$ cat config.mk
export PLATFORM = sky130hd
export DESIGN_NAME = deque_with_linear_search_top
export DESIGN_NICKNAME = d
export VERILOG_FILES = /design/src/dqls_pkg.sv /design/src/dqls_store.sv /design/src/dqls_ctrl.sv /design/src/deque_with_linear_search_top.sv
export SDC_FILE = /design/constraint.sdc
export NUM_CORES = 2
export LEC_CHECK = 0
export BUFFER_PORTS_ARGS = -buffer_cell sky130_fd_sc_hd__buf_4
export CAP_MARGIN = 30
export CORE_MARGIN = 10
export CORE_UTILIZATION = 60
export CTS_CLUSTER_SIZE = 8
export DETAILED_ROUTE_END_ITERATION = 10
export GPL_ROUTABILITY_DRIVEN = 0
export PLACE_DENSITY = 0.81
export RECOVER_POWER = 25
export SYNTH_ARGS = -nofsm -noshare
export SYNTH_HDL_FRONTEND = slang
export SYNTH_SLANG_ARGS = --single-unit
$ cat constraint.sdc
create_clock -name clk_i -period 17.1 [get_ports clk_i]
set_clock_uncertainty 0.05 [all_clocks]
set_input_delay 2.565 -clock clk_i [delete_from_list [all_inputs] [get_ports clk_i]]
set_output_delay 2.565 -clock clk_i [all_outputs]
set_load 0.01 [all_outputs]
$ cat src/dqls_pkg.sv
// Shared constants, types and address helper for the deque with linear search.
package dqls_pkg;

  localparam int DEPTH = 64;
  localparam int IDX_W = (DEPTH > 1) ? $clog2(DEPTH) : 1;
  localparam int CNT_W = $clog2(DEPTH + 1);
  localparam int DATA_W = 32;

  typedef enum logic [2:0] {
    OP_INS_FRONT = 3'd0,
    OP_INS_BACK  = 3'd1,
    OP_REM_FRONT = 3'd2,
    OP_REM_BACK  = 3'd3,
    OP_SEARCH    = 3'd4
  } op_e;

  typedef enum logic [1:0] {
    ST_OK       = 2'd0,
    ST_EMPTY    = 2'd1,
    ST_FULL     = 2'd2,
    ST_NOTFOUND = 2'd3
  } status_e;

  typedef struct packed {
    logic              we;
    logic [IDX_W-1:0]  waddr;
    logic [DATA_W-1:0] wdata;
    logic [IDX_W-1:0]  raddr;
  } mem_req_t;

  typedef struct packed {
    logic             done;
    status_e          status;
    logic [CNT_W-1:0] position;
    logic [CNT_W-1:0] occupancy;
  } res_t;

  function automatic logic [IDX_W-1:0] slot_add(logic [IDX_W-1:0] base,
                                                logic [CNT_W-1:0] k);
    logic [CNT_W:0] sum;
    sum = (CNT_W+1)'(base) + (CNT_W+1)'(k);
    if (sum >= (CNT_W+1)'(DEPTH)) begin
      sum = sum - (CNT_W+1)'(DEPTH);
    end
    return sum[IDX_W-1:0];
  endfunction

endpackage

$ cat src/dqls_store.sv
// Ring store: one write port and one registered read port.
module dqls_store import dqls_pkg::*; (
  input  logic              clk_i,
  input  mem_req_t          mem_req_i,
  output logic [DATA_W-1:0] rd_data_o
);

  logic [DATA_W-1:0] mem_q [DEPTH];
  logic [DATA_W-1:0] rd_data_q;

  always_ff @(posedge clk_i) begin
    if (mem_req_i.we) begin
      mem_q[mem_req_i.waddr] <= mem_req_i.wdata;
    end
  end

  always_ff @(posedge clk_i) begin
    rd_data_q <= mem_q[mem_req_i.raddr];
  end

  assign rd_data_o = rd_data_q;

endmodule

$ cat src/dqls_ctrl.sv
// Sequencer: front/count bookkeeping, search walk and shared compare unit.
module dqls_ctrl import dqls_pkg::*; (
  input  logic              clk_i,
  input  logic              rst_ni,
  input  logic              start_i,
  input  logic [2:0]        operation_i,
  input  logic [DATA_W-1:0] value_i,
  input  logic [DATA_W-1:0] rd_data_i,
  output mem_req_t          mem_req_o,
  output logic              busy_o,
  output res_t              res_o
);

  typedef enum logic {
    S_IDLE,
    S_SEARCH
  } state_e;

  state_e            state_q;
  logic [IDX_W-1:0]  front_q;
  logic [CNT_W-1:0]  count_q;
  logic [IDX_W-1:0]  issue_k_q;
  logic [IDX_W-1:0]  cmp_k_q;
  logic              cmp_vld_q;
  logic [DATA_W-1:0] key_q;
  res_t              res_q;

  logic              accept;
  logic              full;
  logic              empty;
  logic [IDX_W-1:0]  front_dec;
  logic [CNT_W-1:0]  last_k;
  logic              hit;

  assign accept    = start_i && (state_q == S_IDLE);
  assign full      = (count_q == CNT_W'(DEPTH));
  assign empty     = (count_q == '0);
  assign front_dec = (front_q == '0) ? IDX_W'(DEPTH - 1) : front_q - 1'b1;
  assign last_k    = count_q - 1'b1;
  assign hit       = (rd_data_i == key_q);

  always_comb begin
    mem_req_o.we    = 1'b0;
    mem_req_o.waddr = slot_add(front_q, count_q);
    mem_req_o.wdata = value_i;
    mem_req_o.raddr = slot_add(front_q, CNT_W'(issue_k_q));
    if (accept && !full) begin
      case (op_e'(operation_i))
        OP_INS_FRONT: begin
          mem_req_o.we    = 1'b1;
          mem_req_o.waddr = front_dec;
        end
        OP_INS_BACK: begin
          mem_req_o.we = 1'b1;
        end
        default: begin
          mem_req_o.we = 1'b0;
        end
      endcase
    end
  end

  always_ff @(posedge clk_i or negedge rst_ni) begin
    if (!rst_ni) begin
      state_q   <= S_IDLE;
      front_q   <= '0;
      count_q   <= '0;
      issue_k_q <= '0;
      cmp_k_q   <= '0;
      cmp_vld_q <= 1'b0;
      key_q     <= '0;
      res_q     <= '0;
    end else begin
      res_q.done <= 1'b0;
      case (state_q)
        S_IDLE: begin
          if (start_i) begin
            res_q.done     <= 1'b1;
            res_q.status   <= ST_OK;
            res_q.position <= '0;
            res_q.occupancy <= count_q;
            case (op_e'(operation_i))
              OP_INS_FRONT: begin
                if (full) begin
                  res_q.status <= ST_FULL;
                end else begin
                  front_q         <= front_dec;
                  count_q         <= count_q + 1'b1;
                  res_q.occupancy <= count_q + 1'b1;
                end
              end
              OP_INS_BACK: begin
                if (full) begin
                  res_q.status <= ST_FULL;
                end else begin
                  count_q         <= count_q + 1'b1;
                  res_q.occupancy <= count_q + 1'b1;
                end
              end
              OP_REM_FRONT: begin
                if (empty) begin
                  res_q.status <= ST_EMPTY;
                end else begin
                  front_q         <= slot_add(front_q, CNT_W'(1));
                  count_q         <= last_k;
                  res_q.occupancy <= last_k;
                end
              end
              OP_REM_BACK: begin
                if (empty) begin
                  res_q.status <= ST_EMPTY;
                end else begin
                  count_q         <= last_k;
                  res_q.occupancy <= last_k;
                end
              end
              OP_SEARCH: begin
                key_q     <= value_i;
                issue_k_q <= '0;
                cmp_vld_q <= 1'b0;
                if (empty) begin
                  res_q.status <= ST_NOTFOUND;
                end else begin
                  res_q.done <= 1'b0;
                  state_q    <= S_SEARCH;
                end
              end
              default: begin
                res_q.status <= ST_OK;
              end
            endcase
          end
        end
        S_SEARCH: begin
          cmp_vld_q <= 1'b1;
          cmp_k_q   <= issue_k_q;
          if (CNT_W'(issue_k_q) != last_k) begin
            issue_k_q <= issue_k_q + 1'b1;
          end
          if (cmp_vld_q) begin
            if (hit) begin
              res_q.done      <= 1'b1;
              res_q.status    <= ST_OK;
              res_q.position  <= CNT_W'(cmp_k_q) + 1'b1;
              res_q.occupancy <= count_q;
              cmp_vld_q       <= 1'b0;
              state_q         <= S_IDLE;
            end else if (CNT_W'(cmp_k_q) == last_k) begin
              res_q.done      <= 1'b1;
              res_q.status    <= ST_NOTFOUND;
              res_q.position  <= '0;
              res_q.occupancy <= count_q;
              cmp_vld_q       <= 1'b0;
              state_q         <= S_IDLE;
            end
          end
        end
        default: begin
          state_q <= S_IDLE;
        end
      endcase
    end
  end

  assign busy_o = (state_q != S_IDLE);
  assign res_o  = res_q;

`ifndef SYNTHESIS
  a_count_bound: assert property (@(posedge clk_i) disable iff (!rst_ni)
    count_q <= CNT_W'(DEPTH))
    else $error("entry count above depth");

  a_search_no_write: assert property (@(posedge clk_i) disable iff (!rst_ni)
    (state_q == S_SEARCH) |-> !mem_req_o.we)
    else $error("write during search");

  a_cmp_in_search: assert property (@(posedge clk_i) disable iff (!rst_ni)
    cmp_vld_q |-> (state_q == S_SEARCH))
    else $error("compare valid outside search");

  a_pos_in_range: assert property (@(posedge clk_i) disable iff (!rst_ni)
    (res_q.done && res_q.position != '0) |->
      (res_q.status == ST_OK && res_q.position <= res_q.occupancy))
    else $error("position out of range");

  a_search_count_stable: assert property (@(posedge clk_i) disable iff (!rst_ni)
    (state_q == S_SEARCH) |=> $stable(count_q) && $stable(front_q))
    else $error("pointers changed during search");
`endif

endmodule

$ cat src/deque_with_linear_search_top.sv
// Bounded deque of signed 32-bit values with front-to-back linear search.
// Inserts, removals and undefined codes need no busy phase: done_o pulses the
// cycle after the accepting edge and busy_o stays low, so a new item may be
// started every cycle. A search on a non-empty store raises busy_o and walks
// the ring store one entry per cycle through its single registered read port;
// each entry read is compared with the key once registered, and done_o pulses
// on the first match, with its 1-based position, or after the last entry on a
// miss. done_o is a single-cycle strobe that the receiver cannot hold off.
module deque_with_linear_search_top import dqls_pkg::*; (
  input  logic                    clk_i,
  input  logic                    rst_ni,
  input  logic                    start_i,
  output logic                    busy_o,
  input  logic [2:0]              operation_i,
  input  logic signed [DATA_W-1:0] value_i,
  output logic                    done_o,
  output logic [1:0]              status_o,
  output logic [CNT_W-1:0]        position_o,
  output logic [CNT_W-1:0]        occupancy_o
);

  mem_req_t          mem_req;
  logic [DATA_W-1:0] rd_data;
  res_t              res;

  dqls_ctrl u_ctrl (
    .clk_i       (clk_i),
    .rst_ni      (rst_ni),
    .start_i     (start_i),
    .operation_i (operation_i),
    .value_i     (value_i),
    .rd_data_i   (rd_data),
    .mem_req_o   (mem_req),
    .busy_o      (busy_o),
    .res_o       (res)
  );

  dqls_store u_store (
    .clk_i     (clk_i),
    .mem_req_i (mem_req),
    .rd_data_o (rd_data)
  );

  assign done_o      = res.done;
  assign status_o    = res.status;
  assign position_o  = res.position;
  assign occupancy_o = res.occupancy;

endmodule
==> results by group <==
Logic synthesis
  – Register area share after synthesis: 75.9%
  – Post-Syn Nets: 4160
  – YS warnings: 0
  – Library cells used by synthesis: 75
  – Post-synthesis cell count: 4103
  – FF+latch count, synth: 2156
  – Simple-Gate Fraction of Synth Area: 3.52%
  – Post-Synth Adder-Cell Area: 0.299%
  – Number of flops mapped to enable cells by yosys: 2048
  – Post-synth top flop: edfxtp_1
  – Largest family of logic cells by synthesized area: multiplexers
  – Mux contribution to synthesized area: 15.1%
  – Synth Area in XOR/XNOR: 0.722%
  – Avg Cell Area, Syn: 20.6 sq um
  – Synthesized area: 0.0844 sq mm
  – Synth Area in Compound Gates: 3.13%
  – Ys async rst share: 3.53%

GRT
  – Vias in the first global route: 46995
  – Initial antenna violation count: 10
  – Met1 GRT Util: 40.8%
  – Grt total ovfl: 0
  – Grt met2 use: 47.7%
  – Top Usage Layer GRT: met2
  – Global-route wire length before repair: 352000 um
  – GR Util All Layers: 31.5%
  – Met3 Use GR: 9.91%
  – Largest net degree at the start of global routing: 124

Job
  – Max-cap violations: 32

Clocking
  – Clk root buf: clkbuf_16
  – Clk_lat worst skew: 0.92 ns
  – Maximum clock path buffer count: 4
  – Worst-path clk slew: 0.05 ns
  – CTS Hold Bufs: 0
  – Setup bufs post-CTS: 0
  – Number of buffers created by CTS: 319
  – Clock Sink Count: 2156
  – Post_cts resized: 0
  – CTS H-tree depth: 5
  – CTS tree: yes

Routing
  – Post-route ant nets: 0
  – Residual DRC: 0
  – Avg WL per Cell: 39.2 um
  – Vias/cell: 7.44
  – DRT iter0 DRCs: 8762
  – Vias: 47361
  – Routed WL: 249000 um
  – Pre-antenna DRT Iters: 9

Cells and area
  – Fin area: 0.0964 sq mm
  – Area grow syn2layout: 14.2%
  – Share of layout cells above drive strength 1: 26.2%
  – Nets: 4460
  – Commonest non-fill, non-tap cell in the layout: edfxtp_1
  – Commonest non-fill, non-tap cells in the layout: edfxtp_1, mux4_2, clkbuf_16

Critical path
  – Worst reg2reg path startpoint: u_ctrl.front_q[0]
  – Slowest stage delay, CP: 1.22 ns
  – Worst reg2reg path depth: 10
  – FF-to-FF End: u_store.rd_data_o[7]
  – Delay-heaviest family, CP: buffers and inverters
  – WP data required: 17.82 ns
  – Critical path cell sequence: ha_4 -> fa_4 -> buf_4 -> buf_4 -> buf_12 -> mux4_2 -> a221oi_1 -> a311oi_1 -> a211oi_1 -> nor3_1
  – CP dominant cell by count: buf_4
  – Slowest CP cell: fa_4
  – CP max FO: 120
  – R2r setup slk: 10.65 ns
  – Crit. End Element: flop
  – Critical path class: flop to flop
  – Buffers & Inverters on Critical Path: 3
  – Critical Path Source Type: flop
  – Crit path DAT: 7.17 ns

Timing
  – RSZ-0062 raised after global routing: false
  – Max_slew headroom: -209%
  – Fin crit period: 6.45 ns
  – Endpoints failing setup: 0
  – Worst-margin pin slew: 4.64 ns
  – Setup TNS: 0 ns
  – Hold Vio Cnt, Final: 0
  – Slew Viols, Final: 1981
  – Fmax: 155 MHz
  – Period utilization: 37.7%

Hold path
  – Hold depth: 1
  – Worst hold start: u_ctrl.res_o[5]
  – Worst min-delay path class: flop to flop
  – Worst Hold Path EP: u_ctrl.res_o[5]

Placed design
  – I/O Buffers: 55
  – Placed Area: 0.0879 sq mm
  – Detail Placement HPWL: 125000 um

Floorplan
  – Die Y: 395 um
  – # rows: 137
  – Die area: 0.156 sq mm
  – DIE WIDTH: 395 um
  – Number of placed I/O pins: 56
  – Core Footprint: 0.140 sq mm
  – Starting Density: 60.4%

Run status
  – Failing checks: capacitance limit, slew limit
  – Status: finished, violations left
## flip-flops by register name (all words and copies together) (netlist names)
| register | count |
|---|---|
| u_store.mem_q | 2048 |
| u_store.rd_data_o | 32 |
| u_ctrl.cmp_vld_q | 1 |
| u_ctrl.res_o | 17 |
| u_ctrl.key_q | 32 |
| u_ctrl.front_q | 6 |
| u_ctrl.count_q | 7 |
| u_ctrl.issue_k_q | 6 |
| u_ctrl.cmp_k_q | 6 |
| u_ctrl.busy_o | 1 |
## layout make-up
class | instances | area, sq um
flip-flops and latches | 2156 | 64000
fillers | 7748 | 43300
multi-input cells | 1675 | 19700
clock buffers | 396 | 8400
well taps | 1876 | 2350
repair buffers | 240 | 1760
clock inverters | 6 | 48.8
inverters | 11 | 41.3
diodes | 7 | 17.5
## routing by layer
layer  routed length (um)  part of all wire, %
met5                  149                0.060
met4                20100                  8.1
met3                36800                   15
met2               113000                   45
met1                78900                   32
## how the worst max path moves through the flow
stage / startpoint / end / cells after the start / slack (ns)
6_report: u_ctrl.front_q[0] / u_store.rd_data_o[7] / 10 / 10.65
5_1_grt: u_ctrl.front_q[0] / u_store.rd_data_o[7] / 10 / 10.65
4_1_cts: u_ctrl.front_q[0] / u_store.rd_data_o[17] / 10 / 10.73
3_5_place_dp: operation_i[1] / u_store.mem_q[33][21] / 9 / 10.20
3_3_place_gp: operation_i[1] / u_store.mem_q[33][21] / 9 / 10.38
2_1_floorplan: operation_i[2] / u_store.mem_q[20][0] / 8 / 10.11
## synth_stat cells, types with 35 or more instances
cell type / instances / area [sq um]
xor2_1: 44 / 385
nand2_1: 296 / 1110
mux4_2: 512 / 11500
buf_2: 61 / 305
a2111oi_0: 62 / 543
clkbuf_1: 165 / 619
nor3_1: 110 / 551
a31oi_1: 37 / 231
dfrtp_1: 76 / 1900
and2_1: 68 / 425
mux2_2: 43 / 484
mux2i_1: 75 / 751
nor2b_1: 35 / 219
edfxtp_1: 2048 / 61500
a211oi_1: 39 / 293
## stage by stage
step	hold slack, ns	instances	util, %	setup WS (ns)
2_1_floorplan	0.450	4103	-	10.11
3_3_place_gp	0.454	5928	62.9	10.38
3_5_place_dp	0.455	5942	63.0	10.20
4_1_cts	0.470	6344	69.0	10.73
5_1_grt	0.490	6360	69.0	10.65
6_report	0.464	6367	69.0	10.65
## cells by family (layout without fill, tap and decap cells)
| group | after synthesis | in the layout |
|---|---|---|
| flip-flops | 2156 | 2156 |
| multiplexers | 630 | 630 |
| AND/OR/NAND/NOR | 623 | 623 |
| AO/OA/AOI/OAI | 335 | 335 |
| buffers and inverters | 272 | 653 |
| XOR/XNOR | 68 | 68 |
| adder cells (fa/ha/maj) | 19 | 19 |
| other | 0 | 7 |
## worst reg2reg max path: stages (launching register included)
cell	delay, ns
dfrtp_1	0.52
ha_4	0.24
fa_4	1.23
buf_4	0.57
buf_4	0.65
buf_12	0.57
mux4_2	0.74
a221oi_1	0.55
a311oi_1	0.12
a211oi_1	0.92
nor3_1	0.15
Power is not shown: default switching activity piles up to over one toggle a cycle in this logic, so the estimate is an artifact.
